[config.mk]
export PLATFORM = sky130hd
export DESIGN_NAME = lowest_free_slot_interval_allocator_top
export DESIGN_NICKNAME = d
export VERILOG_FILES = /design/src/rtl/core/lfsa_pkg.sv /design/src/rtl/core/lfsa_gate_bank.sv /design/src/rtl/core/lowest_free_slot_interval_allocator_top.sv
export SDC_FILE = /design/constraint.sdc
export NUM_CORES = 2
export LEC_CHECK = 0
export ABC_AREA = 1
export ABC_CLOCK_PERIOD_IN_PS = 5900
export BUFFER_PORTS_ARGS = -buffer_cell sky130_fd_sc_hd__buf_4
export CAP_MARGIN = 10
export CORE_ASPECT_RATIO = 1.1
export CORE_MARGIN = 2
export CORE_UTILIZATION = 30
export DETAILED_ROUTE_END_ITERATION = 12
export PLACE_DENSITY = 0.43
export SLEW_MARGIN = 40
export SYNTH_ARGS = -nofsm -noshare
export SYNTH_HDL_FRONTEND = slang
export SYNTH_SLANG_ARGS = --single-unit
[constraint.sdc]
create_clock -name clk -period 5.9 [get_ports clk]
set_input_delay 1.18 -clock clk [delete_from_list [all_inputs] [get_ports clk]]
set_output_delay 1.18 -clock clk [all_outputs]
set_load 0.01 [all_outputs]
[src/rtl/core/lfsa_pkg.sv]
// Package for the lowest-free-slot interval allocator.
// Holds the item and result beat types and the opcode constants.
// No dependencies.
package lfsa_pkg;

    localparam logic [1:0] OP_REQUEST = 2'd0;
    localparam logic [1:0] OP_QUERY   = 2'd1;
    localparam logic [1:0] OP_CLEAR   = 2'd2;

    localparam logic [31:0] COUNT_MAX = 32'hFFFF_FFFF;

    typedef struct packed {
        logic [1:0]  opcode;
        logic [31:0] start_time;
        logic [31:0] end_time;
        logic [4:0]  query_gates;
    } lfsa_item_t;

    typedef struct packed {
        logic        granted;
        logic [3:0]  gate_index;
        logic [31:0] served_total;
    } lfsa_result_t;

endpackage

[src/rtl/core/lfsa_gate_bank.sv]
// Gate bank: busy flags, end times and prefix served counts, with the
// free-gate search and the query read. Depends on lfsa_pkg.
module lfsa_gate_bank
    import lfsa_pkg::*;
#(
    parameter int GATES = 16
) (
    input  logic         clk,
    input  logic         rst_n,
    input  logic         step,
    input  lfsa_item_t   item,
    input  logic [4:0]   gates_in_use,
    output lfsa_result_t result
);

    localparam int GW = (GATES > 1) ? $clog2(GATES) : 1;

    logic [GATES-1:0] busy_reg;
    logic [GATES-1:0] busy_next;
    logic [31:0]      until_reg  [GATES];
    logic [31:0]      until_next [GATES];
    logic [31:0]      prefix_reg [GATES];
    logic [31:0]      prefix_next[GATES];

    logic [GATES-1:0] freed;
    logic [GATES-1:0] avail;
    logic [GW-1:0]    sel;
    logic             hit;
    logic [GW-1:0]    qidx;

    always_comb
    begin
        for (int g = 0; g < GATES; g++)
        begin
            freed[g] = busy_reg[g] && (until_reg[g] <= item.start_time);
            avail[g] = (!busy_reg[g] || freed[g]) && (32'(gates_in_use) > g);
        end
        sel = '0;
        hit = 1'b0;
        for (int g = GATES - 1; g >= 0; g--)
        begin
            if (avail[g])
            begin
                sel = GW'(g);
                hit = 1'b1;
            end
        end
        if (32'(item.query_gates) >= GATES)
            qidx = GW'(GATES - 1);
        else
            qidx = GW'(item.query_gates - 5'd1);
    end

    always_comb
    begin
        busy_next = busy_reg;
        for (int g = 0; g < GATES; g++)
        begin
            until_next[g]  = until_reg[g];
            prefix_next[g] = prefix_reg[g];
        end
        result = '0;
        case (item.opcode)
            OP_REQUEST:
            begin
                busy_next = busy_reg & ~freed;
                if (hit)
                begin
                    busy_next[sel]  = 1'b1;
                    until_next[sel] = item.end_time;
                    for (int k = 0; k < GATES; k++)
                    begin
                        if (k >= 32'(sel) && prefix_reg[k] != COUNT_MAX)
                            prefix_next[k] = prefix_reg[k] + 32'd1;
                    end
                    result.granted    = 1'b1;
                    result.gate_index = 4'(sel);
                end
            end
            OP_QUERY:
            begin
                if (item.query_gates != 5'd0)
                    result.served_total = prefix_reg[qidx];
            end
            OP_CLEAR:
            begin
                busy_next = '0;
                for (int g = 0; g < GATES; g++)
                begin
                    until_next[g]  = '0;
                    prefix_next[g] = '0;
                end
            end
            default:
            begin
                result = '0;
            end
        endcase
    end

    always_ff @(posedge clk or negedge rst_n)
    begin
        if (!rst_n)
        begin
            busy_reg <= '0;
            for (int g = 0; g < GATES; g++)
            begin
                until_reg[g]  <= '0;
                prefix_reg[g] <= '0;
            end
        end
        else if (step)
        begin
            busy_reg <= busy_next;
            for (int g = 0; g < GATES; g++)
            begin
                until_reg[g]  <= until_next[g];
                prefix_reg[g] <= prefix_next[g];
            end
        end
    end

endmodule

[src/rtl/core/lowest_free_slot_interval_allocator_top.sv]
// Top level of the lowest-free-slot interval allocator.
// Input register, gate bank and result register. Depends on lfsa_pkg
// and lfsa_gate_bank.
//
// Usage:
//   item channel (item_valid/item_ready/item) carries one beat per interval
//   request, prefix count query or clear. result channel (result_valid/
//   result_ready/result) returns exactly one beat per item, in order.
//   cfg channel (cfg_valid/cfg_ready/cfg_data) is always ready and writes
//   gates_in_use; the user writes it only while the block is idle (unchecked).
// Path: an accepted item sits in the input register while the gate
//   bank's end-time compares, lowest-free-gate search and prefix update
//   settle, and moves into the result register once that register is
//   empty or being read.
// Throughput: one item per cycle unless stalled; the gate state is updated
//   as an item enters the result register; the next item sees it at once.
// Reset: every gate free, all counts zero, gates_in_use = 16.
// Stall: while result_ready is low the result register holds, the input
//   register holds its item and item_ready drops once both are full.
module lowest_free_slot_interval_allocator_top
    import lfsa_pkg::*;
#(
    parameter int GATES = 16
) (
    input  logic         clk,
    input  logic         rst_n,
    input  logic         item_valid,
    output logic         item_ready,
    input  lfsa_item_t   item,
    output logic         result_valid,
    input  logic         result_ready,
    output lfsa_result_t result,
    input  logic         cfg_valid,
    output logic         cfg_ready,
    input  logic [4:0]   cfg_data
);

    logic         stage_valid_reg;
    logic         stage_valid_next;
    lfsa_item_t   stage_item_reg;
    logic         result_valid_reg;
    logic         result_valid_next;
    lfsa_result_t result_reg;
    lfsa_result_t bank_result;
    logic [4:0]   gates_in_use_reg;
    logic         advance;
    logic         take;

    assign advance    = stage_valid_reg && (!result_valid_reg || result_ready);
    assign item_ready = !stage_valid_reg || advance;
    assign take       = item_valid && item_ready;
    assign cfg_ready  = 1'b1;

    assign result_valid = result_valid_reg;
    assign result       = result_reg;

    lfsa_gate_bank #(
        .GATES(GATES)
    ) u_bank (
        .clk         (clk),
        .rst_n       (rst_n),
        .step        (advance),
        .item        (stage_item_reg),
        .gates_in_use(gates_in_use_reg),
        .result      (bank_result)
    );

    always_comb
    begin
        stage_valid_next = stage_valid_reg;
        if (take)
            stage_valid_next = 1'b1;
        else if (advance)
            stage_valid_next = 1'b0;
        result_valid_next = result_valid_reg;
        if (advance)
            result_valid_next = 1'b1;
        else if (result_ready)
            result_valid_next = 1'b0;
    end

    always_ff @(posedge clk or negedge rst_n)
    begin
        if (!rst_n)
        begin
            stage_valid_reg  <= 1'b0;
            result_valid_reg <= 1'b0;
            gates_in_use_reg <= 5'd16;
        end
        else
        begin
            stage_valid_reg  <= stage_valid_next;
            result_valid_reg <= result_valid_next;
            if (cfg_valid && cfg_ready)
                gates_in_use_reg <= cfg_data;
        end
    end

    always_ff @(posedge clk)
    begin
        if (take)
            stage_item_reg <= item;
        if (advance)
            result_reg <= bank_result;
    end

    a_grant_no_total: assert property (@(posedge clk) disable iff (!rst_n)
        result_valid_reg && result_reg.granted |-> result_reg.served_total == 32'd0)
        else $error("granted beat carries a served total");

    a_refuse_index_zero: assert property (@(posedge clk) disable iff (!rst_n)
        result_valid_reg && !result_reg.granted |-> result_reg.gate_index == 4'd0)
        else $error("ungranted beat carries a gate index");

    a_stage_holds: assert property (@(posedge clk) disable iff (!rst_n)
        stage_valid_reg && !advance |=> stage_valid_reg && $stable(stage_item_reg))
        else $error("input register dropped a stalled item");

    a_advance_fills_result: assert property (@(posedge clk) disable iff (!rst_n)
        advance |=> result_valid_reg)
        else $error("advanced item did not reach the result register");

    a_empty_ready: assert property (@(posedge clk) disable iff (!rst_n)
        !stage_valid_reg |-> item_ready)
        else $error("empty input register not ready");

endmodule

==> impl_metrics.yaml <==
run_status:
  run_status: "finished clean"
clock_tree:
  tritoncts_clock_tree: "yes"
  clock-sinks: 1155
  cts_root_buffer: "sky130_fd_sc_hd__clkbuf_16"
  ctsHtreeMaxLevel: 4
  postCtsHoldBufs: 0
  postCtsResizedCells: 0
  path_clk_slew_ps: 60
  clock_path_buffers: 4
  clock_insertion_delay_worst_skew_ps: 870
  post-cts-setup-buffers: 0
  cts_made_buffers: 160
die:
  fp_rows: 190
  floorplan.die.width_um: 477
  die_height_um: 524
  design.portCount: 121
  core_um2: 244000
  initial_core_util: 0.302
  floorplan.die_area_um2: 250000
final_layout:
  final_standard_cell_area_without_fillers_um2: 83700
  final_layout_size_suffix_gt1_frac: 0.0686
  areaGrowthSynthToFinish_pct: 13.6
  finish.net_count: 10300
  fill_cells: 26000
  final_util: 0.343
setup_path:
  reg2reg_depth: 23
  cp-start-kind: "register"
  reg2reg_from: "stage_item_reg[48]$_DFFE_PP_"
  cp_data_required_time_ps: 6610
  worstReg2RegEnd: "u_bank.until_reg[263]$_DFFE_PN0P_"
  cp_data_arrival_time_ps: 6330
  timing.critical_path.from: "stage_item_reg[48]$_DFFE_PP_"
  cp-end-kind: "register"
  timing.setup.critical_path_class: "reg2reg"
  timing.critical_path.to: "u_bank.until_reg[263]$_DFFE_PN0P_"
  reg2reg_slack_ps: 280
  top_fanout_value_on_the_critical_path: 64
synth:
  number_of_synthesized_flops_with_an_enable_pin: 108
  synth_top_flop_cell: "sky130_fd_sc_hd__dfrtp_1"
  post_synthesis_net_count: 10300
  ys_warn_count: 0
  seq_area_frac_synth: 0.400
  synth.top_cells.by_area: "sky130_fd_sc_hd__dfrtp_1 36%, sky130_fd_sc_hd__nand2_1 13%, sky130_fd_sc_hd__ha_1 9.0%, sky130_fd_sc_hd__o21ai_0 6.1%, sky130_fd_sc_hd__nand3_1 4.5%"
  synth.cells.most_frequent: "2547 x sky130_fd_sc_hd__nand2_1, 1046 x sky130_fd_sc_hd__dfrtp_1, 897 x sky130_fd_sc_hd__o21ai_0, 781 x sky130_fd_sc_hd__nor2_1, 669 x sky130_fd_sc_hd__nand3_1"
  postSynthCellCount: 9715
  postSynthAreaPerCell_um2: 7.58
  synthDominantAreaCellType: "sky130_fd_sc_hd__dfrtp_1"
  post_synth_instance_area_um2: 73700
  netlist.area_leader.share: 0.355
  synth_cell_type_count: 69
  ys_ff_latch: 1155
  yosysMostFrequentCell: "sky130_fd_sc_hd__nand2_1"
  ys_async_sr_fraction: 0.906
power:
  power_density_nw_per_um2: 292
  vdd_ir_drop_max_mv: 0.207
  total_leakage_power_nw: 37.2
  report.power.total_mw: 24.4
detailed_routing:
  drt_pass1_iterations: 6
  wl_mm: 295
  drcViolationCount: 0
  drt_iter0_drc: 5906
  num_vias: 68100
  detail_route.wl_per_cell_um: 22.5
  drt-vias-per-instance: 5.20
  drt.antenna.violating_nets: 0
grt:
  pin_count_of_the_biggest_net_entering_global_routing: 168
  grt_first_pass_wirelength_mm: 441
  first_global_vias: 66700
  grt_antenna_before_repair: 4
  grt_util_all_layers: 0.232
  global_route.overflow_total: 0
place:
  port_buffers: 119
  dpl_cell_area_um2: 78500
  gp_weighted_congestion: 0.991
  post-dp-hpwl_mm: 216
min_path:
  holdCritPathClass: "in2async"
sta:
  fin_worst_hold_slack_ps: 239
  tns_setup_ps: 0
  slew_headroom: 0.418
  skew_ps: 77.1
  setup-violations-final: 0
  final-hold-violation-count: 0
  final_max_slew_violation_count: 0
  tightestPinTransition_ps: 874
  max_freq_mhz: 178
  fin_crit_sh: 0.953
  unrepaired_setup_endpoints_after_global_routing: "no"
  final.min_clock_period_ps: 5620
run:
  drv.max_cap_violation_count: 0
-- how the worst min path moves through the flow --
stage / to / cells past startpoint
floorplan: u_bank.until_reg[128]$_DFFE_PN0P_ / 2
global placement: u_bank.until_reg[66]$_DFFE_PN0P_ / 2
detailed placement: u_bank.until_reg[64]$_DFFE_PN0P_ / 2
CTS: u_bank.prefix_reg[208]$_DFFE_PN0P_ / 1
global route: u_bank.prefix_reg[208]$_DFFE_PN0P_ / 1
finish: u_bank.prefix_reg[208]$_DFFE_PN0P_ / 1
-- per-stage QoR --
stage,instances,setup slack [ps]
4_1_cts,13100,185
6_report,13100,280
3_3_place_gp,12800,262
5_1_grt,13100,2.74
2_1_floorplan,9715,2540
3_5_place_dp,12800,259
-- critical path, cell delays in order, from the launching register on --
cell,delay [ps]
sky130_fd_sc_hd__edfxtp_1,370
sky130_fd_sc_hd__inv_1,510
sky130_fd_sc_hd__buf_4,290
sky130_fd_sc_hd__ha_1,170
sky130_fd_sc_hd__nand2_1,90
sky130_fd_sc_hd__nor4_2,600
sky130_fd_sc_hd__o21ai_0,430
sky130_fd_sc_hd__o2111ai_1,220
sky130_fd_sc_hd__a21oi_1,100
sky130_fd_sc_hd__nand2_1,80
sky130_fd_sc_hd__nand3_1,180
sky130_fd_sc_hd__o21ai_2,200
sky130_fd_sc_hd__nand2_2,140
sky130_fd_sc_hd__nor2_4,170
sky130_fd_sc_hd__nand2_2,100
sky130_fd_sc_hd__nor2_4,150
sky130_fd_sc_hd__nand2_2,100
sky130_fd_sc_hd__nand3_4,330
sky130_fd_sc_hd__buf_4,230
sky130_fd_sc_hd__nor2_1,60
sky130_fd_sc_hd__nand2_2,60
sky130_fd_sc_hd__buf_4,550
sky130_fd_sc_hd__nand3_1,130
sky130_fd_sc_hd__o21ai_0,120
-- routing by layer --
layer,track usage,up-vias,routed length (um)
met3,0.0243,438,12800
met2,0.391,1780,140000
met1,0.304,33200,131000
met4,0.0887,0,11700
met5,0,-,0
li1,-,32700,-
-- area by class of cell --
| class | count | area, um^2 | share of cell area |
|---|---|---|---|
| well taps | 3264 | 4080 | 0.0488 |
| clock buffers | 232 | 4650 | 0.0555 |
| diodes | 3 | 7.51 | 0.0000897 |
| multi-input cells | 7419 | 39800 | 0.476 |
| inverters | 683 | 2590 | 0.0309 |
| repair buffers | 295 | 2700 | 0.0323 |
| clock inverters | 48 | 405 | 0.00484 |
| flip-flops and latches | 1155 | 29400 | 0.352 |
-- cell usage in the layout, fill, tap and decap left out, types with 33 or more instances in the layout --
| master | instances |
|---|---|
| sky130_fd_sc_hd__nand2_1 | 2543 |
| sky130_fd_sc_hd__dfrtp_1 | 1046 |
| sky130_fd_sc_hd__o21ai_0 | 897 |
| sky130_fd_sc_hd__nor2_1 | 775 |
| sky130_fd_sc_hd__nand3_1 | 668 |
| sky130_fd_sc_hd__inv_1 | 657 |
| sky130_fd_sc_hd__a21oi_1 | 560 |
| sky130_fd_sc_hd__ha_1 | 530 |
| sky130_fd_sc_hd__nor3_1 | 333 |
| sky130_fd_sc_hd__xor2_1 | 287 |
| sky130_fd_sc_hd__buf_4 | 257 |
| sky130_fd_sc_hd__nand4_1 | 179 |
| sky130_fd_sc_hd__clkbuf_16 | 162 |
| sky130_fd_sc_hd__nor4_1 | 127 |
| sky130_fd_sc_hd__edfxtp_1 | 108 |
| sky130_fd_sc_hd__xnor2_1 | 97 |
| sky130_fd_sc_hd__o22ai_1 | 72 |
| sky130_fd_sc_hd__o31ai_1 | 69 |
| sky130_fd_sc_hd__o21ai_1 | 58 |
| sky130_fd_sc_hd__clkbuf_1 | 37 |
| sky130_fd_sc_hd__clkbuf_8 | 33 |
-- cell families after synthesis --
family          after synthesis  share of synthesized area
compound gates             1758                      0.127
xor+xnor                    384                     0.0456
mux                           1                   0.000153
buf+inv                    1141                     0.0613
fa+ha+maj                   530                     0.0900
simple gates               4745                      0.276
other cells                   1                  0.0000509
flops                      1155                      0.400
-- where the power goes --
part / total (mW) / internal, mW / switching, mW
Sequential: 9.71 / 8.87 / 0.846
Clock: 9.61 / 5.67 / 3.94
Combinational: 5.08 / 1.39 / 3.69
Total: 24.4 / 15.9 / 8.48
Note: power is estimated with default switching activity, not from simulation.
